[src/rtl/chf_pkg.sv]
package chf_pkg;

	localparam int CORDIC_STEPS_DEF    = 16;
	localparam int ANGLE_FRAC_BITS_DEF = 7;

	localparam int MAG_W      = 16;
	localparam int COEF_W     = 16;
	localparam int OFF_W      = 20;
	localparam int CAL_W      = 17;
	localparam int HEAD_W     = 16;
	localparam int CFG_IDX_W  = 3;
	localparam int CFG_DATA_W = 20;
	localparam int ZFRAC      = 20;
	localparam int ANGLE_W    = 30;
	localparam int VEC_W      = 28;
	localparam int MUL_W      = 18;
	localparam int ACC_W      = 33;

	typedef logic [CFG_IDX_W-1:0] reg_idx_t;

	localparam reg_idx_t REG_COEF_XX  = 3'd0;
	localparam reg_idx_t REG_COEF_XY  = 3'd1;
	localparam reg_idx_t REG_COEF_XZ  = 3'd2;
	localparam reg_idx_t REG_COEF_YX  = 3'd3;
	localparam reg_idx_t REG_COEF_YY  = 3'd4;
	localparam reg_idx_t REG_COEF_YZ  = 3'd5;
	localparam reg_idx_t REG_OFFSET_X = 3'd6;
	localparam reg_idx_t REG_OFFSET_Y = 3'd7;

	localparam logic signed [COEF_W-1:0] COEF_XX_RST = 16'sd23;
	localparam logic signed [COEF_W-1:0] COEF_XY_RST = 16'sd15924;
	localparam logic signed [COEF_W-1:0] COEF_XZ_RST = 16'sd48;
	localparam logic signed [COEF_W-1:0] COEF_YX_RST = 16'sd16318;
	localparam logic signed [COEF_W-1:0] COEF_YY_RST = 16'sd23;
	localparam logic signed [COEF_W-1:0] COEF_YZ_RST = -16'sd203;
	localparam logic signed [OFF_W-1:0]  OFFSET_X_RST = 20'sd2;
	localparam logic signed [OFF_W-1:0]  OFFSET_Y_RST = 20'sd757;

	// 180 degrees in 2^-20 degree units
	localparam logic signed [ANGLE_W-1:0] DEG180_Q20 = 30'sd188743680;

	// ceil(2^17 / 3), exact floor division by 3 for values below 2^17
	localparam logic signed [MUL_W-1:0] DIV3_RECIP = 18'sd43691;
	localparam int DIV3_SH = 17;

	function automatic logic signed [ANGLE_W-1:0] atan_q20(input logic [4:0] idx);
		logic signed [ANGLE_W-1:0] v;
		unique case (idx)
			5'd0:  v = 30'sd47185920;
			5'd1:  v = 30'sd27855475;
			5'd2:  v = 30'sd14718068;
			5'd3:  v = 30'sd7471121;
			5'd4:  v = 30'sd3750058;
			5'd5:  v = 30'sd1876857;
			5'd6:  v = 30'sd938658;
			5'd7:  v = 30'sd469357;
			5'd8:  v = 30'sd234682;
			5'd9:  v = 30'sd117342;
			5'd10: v = 30'sd58671;
			5'd11: v = 30'sd29335;
			5'd12: v = 30'sd14668;
			5'd13: v = 30'sd7334;
			5'd14: v = 30'sd3667;
			5'd15: v = 30'sd1833;
			5'd16: v = 30'sd917;
			5'd17: v = 30'sd458;
			5'd18: v = 30'sd229;
			5'd19: v = 30'sd115;
			5'd20: v = 30'sd57;
			5'd21: v = 30'sd29;
			5'd22: v = 30'sd14;
			5'd23: v = 30'sd7;
			default: v = '0;
		endcase
		return v;
	endfunction

endpackage

[src/rtl/compass_heading_filter_top.sv]
// Each item runs through calibration, setup, CORDIC_STEPS vector steps, rounding,
// averaging and the divide by 3, then is loaded into the output register once that is
// free; with cal_x zero the vector steps, rounding, averaging and divide are skipped. One
// item at a time; the next is taken once the result is loaded into the output register.
// All work runs on one 18x18 multiplier and one CORDIC add/shift stage.
// Reset restores register defaults and clears history.
module compass_heading_filter_top #(
	parameter int CORDIC_STEPS    = chf_pkg::CORDIC_STEPS_DEF,
	parameter int ANGLE_FRAC_BITS = chf_pkg::ANGLE_FRAC_BITS_DEF
) (
	input  logic        clk,
	input  logic        arst_n,
	input  logic        s_axis_tvalid,
	output logic        s_axis_tready,
	input  logic [47:0] s_axis_tdata,  // mag_x, mag_y, mag_z
	output logic        m_axis_tvalid,
	input  logic        m_axis_tready,
	output logic [55:0] m_axis_tdata,  // heading_deg, cal_x, cal_y, zero pad
	output logic        m_axis_tuser,  // held
	input  logic        cfg_we,
	input  logic [chf_pkg::CFG_IDX_W-1:0]  cfg_idx,
	input  logic [chf_pkg::CFG_DATA_W-1:0] cfg_data
);

	localparam int CNT_W = (CORDIC_STEPS > 8) ? $clog2(CORDIC_STEPS) : 3;
	localparam int RND_SH = chf_pkg::ZFRAC - ANGLE_FRAC_BITS;
	localparam logic signed [chf_pkg::ANGLE_W-1:0] RND_HALF = 30'sd1 <<< (RND_SH - 1);
	localparam logic signed [chf_pkg::ANGLE_W-1:0] HEAD_LIM = 30'sd180 <<< ANGLE_FRAC_BITS;
	localparam logic [CNT_W-1:0] LAST_STEP = CNT_W'(CORDIC_STEPS - 1);
	localparam logic [CNT_W-1:0] CAL_X_STEP = CNT_W'(4);
	localparam logic [CNT_W-1:0] CAL_LAST = CNT_W'(7);

	typedef enum logic [7:0] {
		ST_IDLE = 8'b00000001,
		ST_CAL  = 8'b00000010,
		ST_INIT = 8'b00000100,
		ST_CORD = 8'b00001000,
		ST_RND  = 8'b00010000,
		ST_SUM  = 8'b00100000,
		ST_DIV  = 8'b01000000,
		ST_DONE = 8'b10000000
	} state_t;

	state_t state_q;
	logic [CNT_W-1:0] step_q;

	logic signed [chf_pkg::COEF_W-1:0] coef_q [6];
	logic signed [chf_pkg::OFF_W-1:0]  off_x_q, off_y_q;
	logic signed [chf_pkg::HEAD_W-1:0] last_q, older_q;

	logic signed [chf_pkg::MAG_W-1:0] mag_q [3];
	logic signed [2*chf_pkg::MUL_W-1:0] prod_q;
	logic signed [chf_pkg::ACC_W-1:0] acc_q;
	logic signed [chf_pkg::CAL_W-1:0] cal_x_q, cal_y_q;
	logic signed [chf_pkg::VEC_W-1:0] x_q, y_q;
	logic signed [chf_pkg::ANGLE_W-1:0] z_q;
	logic signed [chf_pkg::HEAD_W-1:0] r_q;
	logic signed [17:0] sum_q;
	logic held_q;

	logic m_valid_q;
	logic signed [chf_pkg::HEAD_W-1:0] out_head_q;
	logic signed [chf_pkg::CAL_W-1:0] out_cal_x_q, out_cal_y_q;
	logic out_held_q;

	logic s_fire, out_free;
	logic [2:0] k, k_acc;
	logic signed [chf_pkg::MUL_W-1:0] mul_a, mul_b;
	logic signed [2*chf_pkg::MUL_W-1:0] mul_p;
	logic signed [chf_pkg::ACC_W-1:0] prod_acc, off_x_sh, off_y_sh;
	logic signed [chf_pkg::MAG_W-1:0] mag_sel;
	logic signed [chf_pkg::COEF_W-1:0] coef_sel;
	logic signed [17:0] sum_abs;
	logic signed [chf_pkg::VEC_W-1:0] dx, dy, x0, cy256;
	logic signed [chf_pkg::ANGLE_W-1:0] atan_v, rnd_t, rnd_s;
	logic signed [chf_pkg::HEAD_W-1:0] rnd_c;
	logic [16:0] quot;
	logic [16:0] head_div;
	logic signed [chf_pkg::HEAD_W-1:0] head_new;

	function automatic logic signed [chf_pkg::CAL_W-1:0] cal_conv(
		input logic signed [chf_pkg::ACC_W-1:0] acc);
		logic signed [chf_pkg::ACC_W-1:0] t;
		logic signed [18:0] q;
		t = acc + (acc[chf_pkg::ACC_W-1] ? 33'sd16383 : 33'sd0);
		q = t[32:14];
		if (q > 19'sd65535) begin
			return 17'sd65535;
		end else if (q < -19'sd65536) begin
			return -17'sd65536;
		end
		return q[16:0];
	endfunction

	assign s_axis_tready = (state_q == ST_IDLE);
	assign s_fire = s_axis_tvalid && s_axis_tready;
	assign out_free = !m_valid_q || m_axis_tready;

	assign k = step_q[2:0];
	assign k_acc = k - 3'd1;

	always_comb begin
		unique case (k)
			3'd0, 3'd3: mag_sel = mag_q[0];
			3'd1, 3'd4: mag_sel = mag_q[1];
			default:    mag_sel = mag_q[2];
		endcase
		coef_sel = (k < 3'd6) ? coef_q[k] : '0;
	end

	assign sum_abs = sum_q[17] ? -sum_q : sum_q;

	// shared multiplier: soft-iron products, then reciprocal divide by 3
	always_comb begin
		if (state_q == ST_CAL) begin
			mul_a = {{2{coef_sel[15]}}, coef_sel};
			mul_b = {{2{mag_sel[15]}}, mag_sel};
		end else begin
			mul_a = sum_abs;
			mul_b = chf_pkg::DIV3_RECIP;
		end
	end
	assign mul_p = mul_a * mul_b;

	assign prod_acc = prod_q[chf_pkg::ACC_W-1:0];
	assign off_x_sh = {{3{off_x_q[19]}}, off_x_q, 10'b0};
	assign off_y_sh = {{3{off_y_q[19]}}, off_y_q, 10'b0};

	assign dx = y_q >>> step_q;
	assign dy = x_q >>> step_q;
	assign atan_v = chf_pkg::atan_q20(5'(step_q));
	assign x0 = {{3{cal_x_q[16]}}, cal_x_q, 8'b0};
	assign cy256 = {{3{cal_y_q[16]}}, cal_y_q, 8'b0};

	always_comb begin
		rnd_t = z_q + RND_HALF;
		rnd_s = rnd_t >>> RND_SH;
		if (rnd_s > HEAD_LIM) begin
			rnd_c = HEAD_LIM[15:0];
		end else if (rnd_s < -HEAD_LIM) begin
			rnd_c = 16'(-HEAD_LIM);
		end else begin
			rnd_c = rnd_s[15:0];
		end
	end

	assign quot = prod_q[chf_pkg::DIV3_SH+16:chf_pkg::DIV3_SH];
	assign head_div = sum_q[17] ? (17'd0 - quot) : quot;
	assign head_new = held_q ? last_q : head_div[15:0];

	always_ff @(posedge clk or negedge arst_n) begin
		if (!arst_n) begin
			state_q <= ST_IDLE;
			step_q <= '0;
			m_valid_q <= 1'b0;
			last_q <= '0;
			older_q <= '0;
			coef_q[0] <= chf_pkg::COEF_XX_RST;
			coef_q[1] <= chf_pkg::COEF_XY_RST;
			coef_q[2] <= chf_pkg::COEF_XZ_RST;
			coef_q[3] <= chf_pkg::COEF_YX_RST;
			coef_q[4] <= chf_pkg::COEF_YY_RST;
			coef_q[5] <= chf_pkg::COEF_YZ_RST;
			off_x_q <= chf_pkg::OFFSET_X_RST;
			off_y_q <= chf_pkg::OFFSET_Y_RST;
		end else begin
			if (cfg_we) begin
				if (cfg_idx == chf_pkg::REG_OFFSET_X) begin
					off_x_q <= cfg_data;
				end else if (cfg_idx == chf_pkg::REG_OFFSET_Y) begin
					off_y_q <= cfg_data;
				end else begin
					coef_q[cfg_idx] <= cfg_data[15:0];
				end
			end
			if (m_valid_q && m_axis_tready && state_q != ST_DONE) begin
				m_valid_q <= 1'b0;
			end
			unique case (state_q)
				ST_IDLE: begin
					if (s_fire) begin
						state_q <= ST_CAL;
						step_q <= '0;
					end
				end
				ST_CAL: begin
					if (step_q == CAL_LAST) begin
						state_q <= ST_INIT;
						step_q <= '0;
					end else begin
						step_q <= step_q + 1'b1;
					end
				end
				ST_INIT: begin
					state_q <= (cal_x_q == '0) ? ST_DONE : ST_CORD;
					step_q <= '0;
				end
				ST_CORD: begin
					if (step_q == LAST_STEP) begin
						state_q <= ST_RND;
						step_q <= '0;
					end else begin
						step_q <= step_q + 1'b1;
					end
				end
				ST_RND: state_q <= ST_SUM;
				ST_SUM: state_q <= ST_DIV;
				ST_DIV: state_q <= ST_DONE;
				ST_DONE: begin
					if (out_free) begin
						state_q <= ST_IDLE;
						m_valid_q <= 1'b1;
						if (!held_q) begin
							older_q <= last_q;
							last_q <= head_new;
						end
					end
				end
				default: state_q <= ST_IDLE;
			endcase
		end
	end

	always_ff @(posedge clk) begin
		if (s_fire) begin
			mag_q[0] <= s_axis_tdata[15:0];
			mag_q[1] <= s_axis_tdata[31:16];
			mag_q[2] <= s_axis_tdata[47:32];
		end
		prod_q <= mul_p;
		unique case (state_q)
			ST_CAL: begin
				if (step_q != '0 && step_q != CAL_LAST) begin
					if (k_acc == 3'd0) begin
						acc_q <= prod_acc - off_x_sh;
					end else if (k_acc == 3'd3) begin
						acc_q <= prod_acc - off_y_sh;
					end else begin
						acc_q <= acc_q + prod_acc;
					end
				end
				if (step_q == CAL_X_STEP) begin
					cal_x_q <= cal_conv(acc_q);
				end
				if (step_q == CAL_LAST) begin
					cal_y_q <= cal_conv(acc_q);
				end
			end
			ST_INIT: begin
				held_q <= (cal_x_q == '0);
				if (cal_x_q[16]) begin
					// left half plane: turn by 180 degrees first
					x_q <= -x0;
					y_q <= cy256;
					z_q <= (cal_y_q[16] || cal_y_q == '0) ? chf_pkg::DEG180_Q20
						: -chf_pkg::DEG180_Q20;
				end else begin
					x_q <= x0;
					y_q <= -cy256;
					z_q <= '0;
				end
			end
			ST_CORD: begin
				if (y_q > 0) begin
					x_q <= x_q + dx;
					y_q <= y_q - dy;
					z_q <= z_q + atan_v;
				end else begin
					x_q <= x_q - dx;
					y_q <= y_q + dy;
					z_q <= z_q - atan_v;
				end
			end
			ST_RND: r_q <= rnd_c;
			ST_SUM: begin
				sum_q <= {{2{r_q[15]}}, r_q} + {{2{last_q[15]}}, last_q}
					+ {{2{older_q[15]}}, older_q};
			end
			ST_DONE: begin
				if (out_free) begin
					out_head_q <= head_new;
					out_cal_x_q <= cal_x_q;
					out_cal_y_q <= cal_y_q;
					out_held_q <= held_q;
				end
			end
			default: ;
		endcase
	end

	assign m_axis_tvalid = m_valid_q;
	assign m_axis_tdata = {6'b0, out_cal_y_q, out_cal_x_q, out_head_q};
	assign m_axis_tuser = out_held_q;

	a_out_is_last: assert property (@(posedge clk) disable iff (!arst_n)
		m_axis_tvalid |-> out_head_q == last_q)
		else $error("output heading differs from history head");

	a_held_zero_x: assert property (@(posedge clk) disable iff (!arst_n)
		m_axis_tvalid && m_axis_tuser |-> out_cal_x_q == '0)
		else $error("held item with nonzero cal_x");

	a_cord_nonzero: assert property (@(posedge clk) disable iff (!arst_n)
		state_q == ST_CORD |-> cal_x_q != '0)
		else $error("CORDIC running on zero cal_x");

	a_accept_starts: assert property (@(posedge clk) disable iff (!arst_n)
		s_fire |=> state_q == ST_CAL && step_q == '0)
		else $error("accepted item did not start calibration");

	a_head_range: assert property (@(posedge clk) disable iff (!arst_n)
		m_axis_tvalid |-> out_head_q <= HEAD_LIM && out_head_q >= -HEAD_LIM)
		else $error("heading out of range");

endmodule

[config.mk]
export PLATFORM = sky130hd
export DESIGN_NAME = compass_heading_filter_top
export DESIGN_NICKNAME = d
export VERILOG_FILES = /design/src/rtl/chf_pkg.sv /design/src/rtl/compass_heading_filter_top.sv
export SDC_FILE = /design/constraint.sdc
export NUM_CORES = 2
export LEC_CHECK = 0
export ABC_AREA = 1
export BUFFER_PORTS_ARGS = -buffer_cell sky130_fd_sc_hd__buf_4
export CORE_UTILIZATION = 60
export DETAILED_ROUTE_END_ITERATION = 8
export GPL_TIMING_DRIVEN = 0
export PLACE_DENSITY_LB_ADDON = 0.3
export SLEW_MARGIN = 20
export SYNTH_ARGS = -nofsm -noshare
export SYNTH_HDL_FRONTEND = slang
export SYNTH_SLANG_ARGS = --single-unit
[constraint.sdc]
create_clock -name clk -period 10.6 [get_ports clk]
set_clock_uncertainty 0.05 [all_clocks]
set_input_delay 0.53 -clock clk [delete_from_list [all_inputs] [get_ports clk]]
set_output_delay 0.53 -clock clk [all_outputs]
set_load 0.01 [all_outputs]
# == After elaboration in Yosys (flattened, before gate mapping) ==
# Memory sizes are Yosys's and may differ from the RTL's.
# Cells that the tools add are included.
# totals
reg_bits,453
ram_bits,48
mem_bits_ro,416
input_bits,76
out_inout_bits,59
mem_count,2
# classes
addsub,19
mul,1
n_lt_le_gt_ge,9
eq_ne,23
n_shift,2
n_mux,52
n_bitwise,5
reduce_logical,28
# memory_table
name,depth,word_bits,read_ports,rd_clocked_by_memory_dff,write_ports,line_no,rtl
(name not given),16,26,1,0,0,chf_pkg.sv:48,unique case (idx)
mag_q,3,16,3,0,3,compass_heading_filter_top.sv:51,logic signed [chf_pkg::MAG_W-1:0] mag_q [3];
# ops
operator,n
$mux W16,7
$mux W28,4
$pmux W28 S2,2
$bwmux W96,1
$mux W30,3
$mux W17,4
$mux W33,2
$sub A33 B30 Y33,2
$pmux W8 S8,1
$pmux W30 S2,1
$add A28 B28 Y28,2
$neg A25 Y28,2
$sshr A28 B4 Y28,2
$sub A28 B28 Y28,2
$mux W18,3
$bmux W16 S3,1
$demux W16 S3,1
$mux W8,5
$logic_not A17 Y1,2
$add A33 B15 Y33,1
$add A33 B33 Y33,1
$mul A18 B18 Y33,1
$pmux W16 S2,1
$add A30 B14 Y30 const B,1
49 further kinds,87

# == Longest topological paths before layout ==
# logic_depth
word_depth,8
ltp_mapped,42

# == Worst setup path after synthesis ==
# OpenSTA, ideal clock, no wires.
# synth_path
path_kind,register to register
startpoint,register step_q[0]
endpoint,register prod_q[32] (netlist name)
setup_ns,0.112
arrival_time_ns,7.511
t_required_ns,10.438
path_slack_ns,2.926
stages_incl_launch_ff,39
path_buffers,6
cell_sequence,dfrtp_1 -> inv_2 -> buf_6 -> buf_6 -> clkbuf_1 -> buf_2 -> ha_1 -> inv_1 -> nand2_1 -> clkbuf_1 -> nand3_1 -> nand2_1 -> nand2_1 -> nand3_1 -> clkbuf_1 -> nand2_1 -> fa_1 -> inv_1 -> (+3 left out) -> fa_1 -> inv_1 -> fa_1 -> inv_1 -> fa_1 -> inv_1 -> ha_1 -> nand2_1 -> nor3_1 -> nand3_1 -> nand3_1 -> nand3_1 -> nand2_1 -> nand3_1 -> nand2_1 -> inv_1 -> nand2_1 -> nand2_1
# synth_between
elab_chain_cells,7
elab_cells_between_ends,16
cone_classes,mul (1); order compare (1); eq/ne (3); mux (7); bitwise (1); reduce/logical (3)
# synth_rtl
item,line_no,rtl
from (decl),compass_heading_filter_top.sv:45,logic [CNT_W-1:0] step_q;
from (signal assigned),compass_heading_filter_top.sv:191,step_q <= step_q + 1'b1;
from (signal assigned),compass_heading_filter_top.sv:203,step_q <= step_q + 1'b1;
$not A3 Y4 (not written as such),compass_heading_filter_top.sv:108,coef_sel = (k < 3'd6) ? coef_q[k] : '0;
$bmux W16 S3,compass_heading_filter_top.sv:108,
$mux W16 (not written as such) (2 in a row),compass_heading_filter_top.sv:108,
$mux W16,compass_heading_filter_top.sv:108,
$mux W18,compass_heading_filter_top.sv:115,if (state_q == ST_CAL) begin
$mul A18 B18 Y33 *,compass_heading_filter_top.sv:123,assign mul_p = mul_a * mul_b;
net mul_p (one bit),compass_heading_filter_top.sv:69,logic signed [2*chf_pkg::MUL_W-1:0] mul_p;
to (signal assigned),compass_heading_filter_top.sv:230,prod_q <= mul_p;
to (decl),compass_heading_filter_top.sv:52,logic signed [2*chf_pkg::MUL_W-1:0] prod_q;
# The timed path passes the listed nets; every way through them passes the cells marked *. The select of a mux whose other input is x is not followed.
# A chain may end at the register's enable or synchronous reset.

# == Final worst setup path ==
# layout_path
startpoint,register step_q[0]
endpoint,register prod_q[31] (netlist name)
# Same word-level chain as after synthesis.

==> reports/results.tsv <==
metric	value	unit
worst-case reg-to-reg path depth	34	
source of the critical timing path	step_q[0]	
GP Congestion	1.07	
First-pass DRT Iterations	8	
Synth top area share	0.183	
critical path class	flop to flop	
largest area contributor in the netlist	edfxtp_1	
count leader, synth	nand2_1	
Routed WL per cell	22.5	um
CP peak stage delay	0.60	ns
worst r2r src	step_q[0]	
register area share after synthesis	0.294	
worst skew pair latency	0.66	ns
Final setup viols	0	
synthesis-to-finish area growth	10.7	%
post-route cell area	0.0521	sq mm
via count	44300	
H-tree levels	2	
initial antenna violation count	6	
fin util	0.672	
final period utilization	0.969	
dpl cells	7222	
die area	0.0796	sq mm
WP data arrival	10.72	ns
largest net degree at the start of global routing	105	
Site Rows	102	
max_slew headroom	0.300	
top cell family by delay on the critical path	adder cells	
Core ar.	0.0776	sq mm
total track usage	0.417	
number of remaining DRC errors	0	
top_reg_cell synth	edfxtp_1	
register area	0.0139	sq mm
status	finished, final reports clean	
Vias/cell	6.00	
Post-DP HPWL	131000	um
fin. max-slew vios	0	
vias in the first global route	42500	
hold endpoint	off_y_q[4]	
critical hold path startpoint	cfg_data[4]	
Congestion Overflow GR	0	
DP Area	0.0496	sq mm
CTS tree	built	
DIE HEIGHT	282	um
Die W	282	um
flops & latches, synth	501	
FILL cells	6618	
Post-synth EDFFs	287	
Synth Cell Area	0.0471	sq mm
Root Buffer	clkbuf_16	
Synth Instances	6038	
multi-input logic area	0.0289	sq mm
Buf/Inv on CP	11	
CP Capture Type	flop	
RSZ-0062 raised after global routing	no	
Setup Fix Bufs, Post-CTS	0	
hold-critical path depth	3	
CP max-delay cell	fa_1	
CTS Buf Count	55	
Final Hold Violating Endpoints	0	
async set-reset flop share out of synthesis	0.361	
mean post-synth cell area	7.80	sq um
R2R Path End	prod_q[31]	
CP Launch Type	flop	
Tightest Pin Transition	1.05	ns
Most Frequent Cell on Critical Path	nand2_1	
Port Buffers	128	
initial drt markers	4818	
initial core utilization	0.607	
worst-path maximum fanout	13	
max cap viols	0	
Sink Count	501	
clock slew at reported path FFs	0.07	ns
FMAX	0.0974	GHz
Netlist cell types	69	
HP Class	input pin to flop	
fraction of layout cells with a size suffix above 1	0.0785	
Final ANT Viol Nets	0	
fin crit period	10.27	ns
top post-synthesis cells by area	edfxtp_1 18%, fa_1 14%, nand2_1 11%	
non-filler instance count after layout	7374	
global-route wire length before repair	248000	um
total wire length	166000	um
Worst EP required	11.05	ns
most frequent cells after synthesis	1361 x nand2_1, 906 x inv_1, 521 x nor2_1	
I/O pin total	135	
Clock Tree Buf Depth	3	
NumNets Final	6989	
FF-to-FF setup slack	0.33	ns
YS warnings	0	
## worst min-delay path, stage by stage
cell	delay [ns]
buf_4	0.09
nand2_1	0.04
o21ai_0	0.06
## routing by layer
metal  routed length [um]  GRT usage
met3                16700     0.0880
met2                75900      0.664
met1                61700      0.516
met4                11700      0.265
met5                    0          0
## worst max path at each step
stage | end | slack [ns] | cells past startpoint
6_report | prod_q[31] | 0.33 | 34
3_5_place_dp | prod_q[32] | -0.20 | 33
5_1_grt | prod_q[32] | 0.07 | 38
3_3_place_gp | prod_q[32] | -0.46 | 35
2_1_floorplan | prod_q[32] | 2.93 | 38
4_1_cts | prod_q[32] | 0.10 | 35
## cells in the final DEF (no fill, tap or decap), types with 12 or more instances in the layout
cell type      Yosys  layout
xor2_1           139     139
a31oi_1           24      24
clkbuf_1         107     104
o21ai_1           22      23
or2_2             15      15
o21a_1            24      24
edfxtp_1         287     287
fa_1             329     328
o211ai_1          31      31
a21boi_0          14      14
dfstp_2           51      51
o21bai_1          21      21
dlygate4sd3_1      0      49
a22oi_1           17      17
buf_4             17     145
ha_1             298     297
o21ai_2           13      13
dfxtp_1           33      33
nand4_1           54      54
nor4_1            29      28
nor2_2            16      23
clkbuf_16          0      57
nand2_2           14      15
nand3_1          317     317
a21o_1            21      21
dfrtp_1          130     130
nor2_4             9      12
nor3_1            56      55
buf_2             46      48
nand3b_1          13      13
o21ai_0          519     518
a21oi_1          361     361
nand2_1         1361    1359
xnor2_1           69      69
inv_1            906     906
nor2_1           521     511
## per-stage QoR
step | setup TNS [ns] | worst slack [ns] | hold WS [ns]
2_1_floorplan | 0 | 2.93 | 0.184
3_3_place_gp | -1.09 | -0.455 | 0.383
3_5_place_dp | -0.342 | -0.199 | 0.384
4_1_cts | 0 | 0.103 | 0.0343
5_1_grt | 0 | 0.0742 | 0.0618
6_report | 0 | 0.331 | 0.0436
## repair_timing
action | CTS | global route
pin swaps | 0 | 0
hold buffers | 49 | 0
setup endpoints to repair | 2 | 8
gates resized for setup | 3 | 14
endpoints found under the hold margin | 119 | 0
## area by class of cell
type,instances,area share
Multi-Input combinational cell,4431,0.555
Sequential cell,501,0.266
Inverter,925,0.0666
Timing Repair Buffer,188,0.0318
Clock buffer,69,0.0296
Tap cell,1040,0.0250
Buffer,184,0.0174
Clock inverter,32,0.00849
Antenna cell,4,0.000192
## sequential cells by signal (all words and copies together) (netlist names)
signal,cells
older_q,16
mag_q,48
x_q,28
r_q,16
coef_q,96
z_q,30
y_q,28
state_q,8
out_cal_x_q,17
acc_q,33
step_q,4
prod_q,33
last_q,16
out_head_q,16
m_axis_tuser,1
sum_q,18
off_x_q,20
out_cal_y_q,17
cal_x_q,17
m_axis_tvalid,1
cal_y_q,17
off_y_q,20
held_q,1
## logic make-up (layout without fill, tap and decap cells)
kind of cell	Yosys count	count (layout)	synth area share
compound gates	1130	1130	0.133
xor+xnor	208	208	0.0387
fa+ha+maj	627	627	0.219
buf+inv	1111	1398	0.0929
flops	501	501	0.294
mux	12	12	0.00279
other cells	1	10	0.0000796
simple gates	2448	2448	0.219
Power is not shown: default switching activity piles up to over one toggle a cycle in this logic, so the estimate is an artifact.
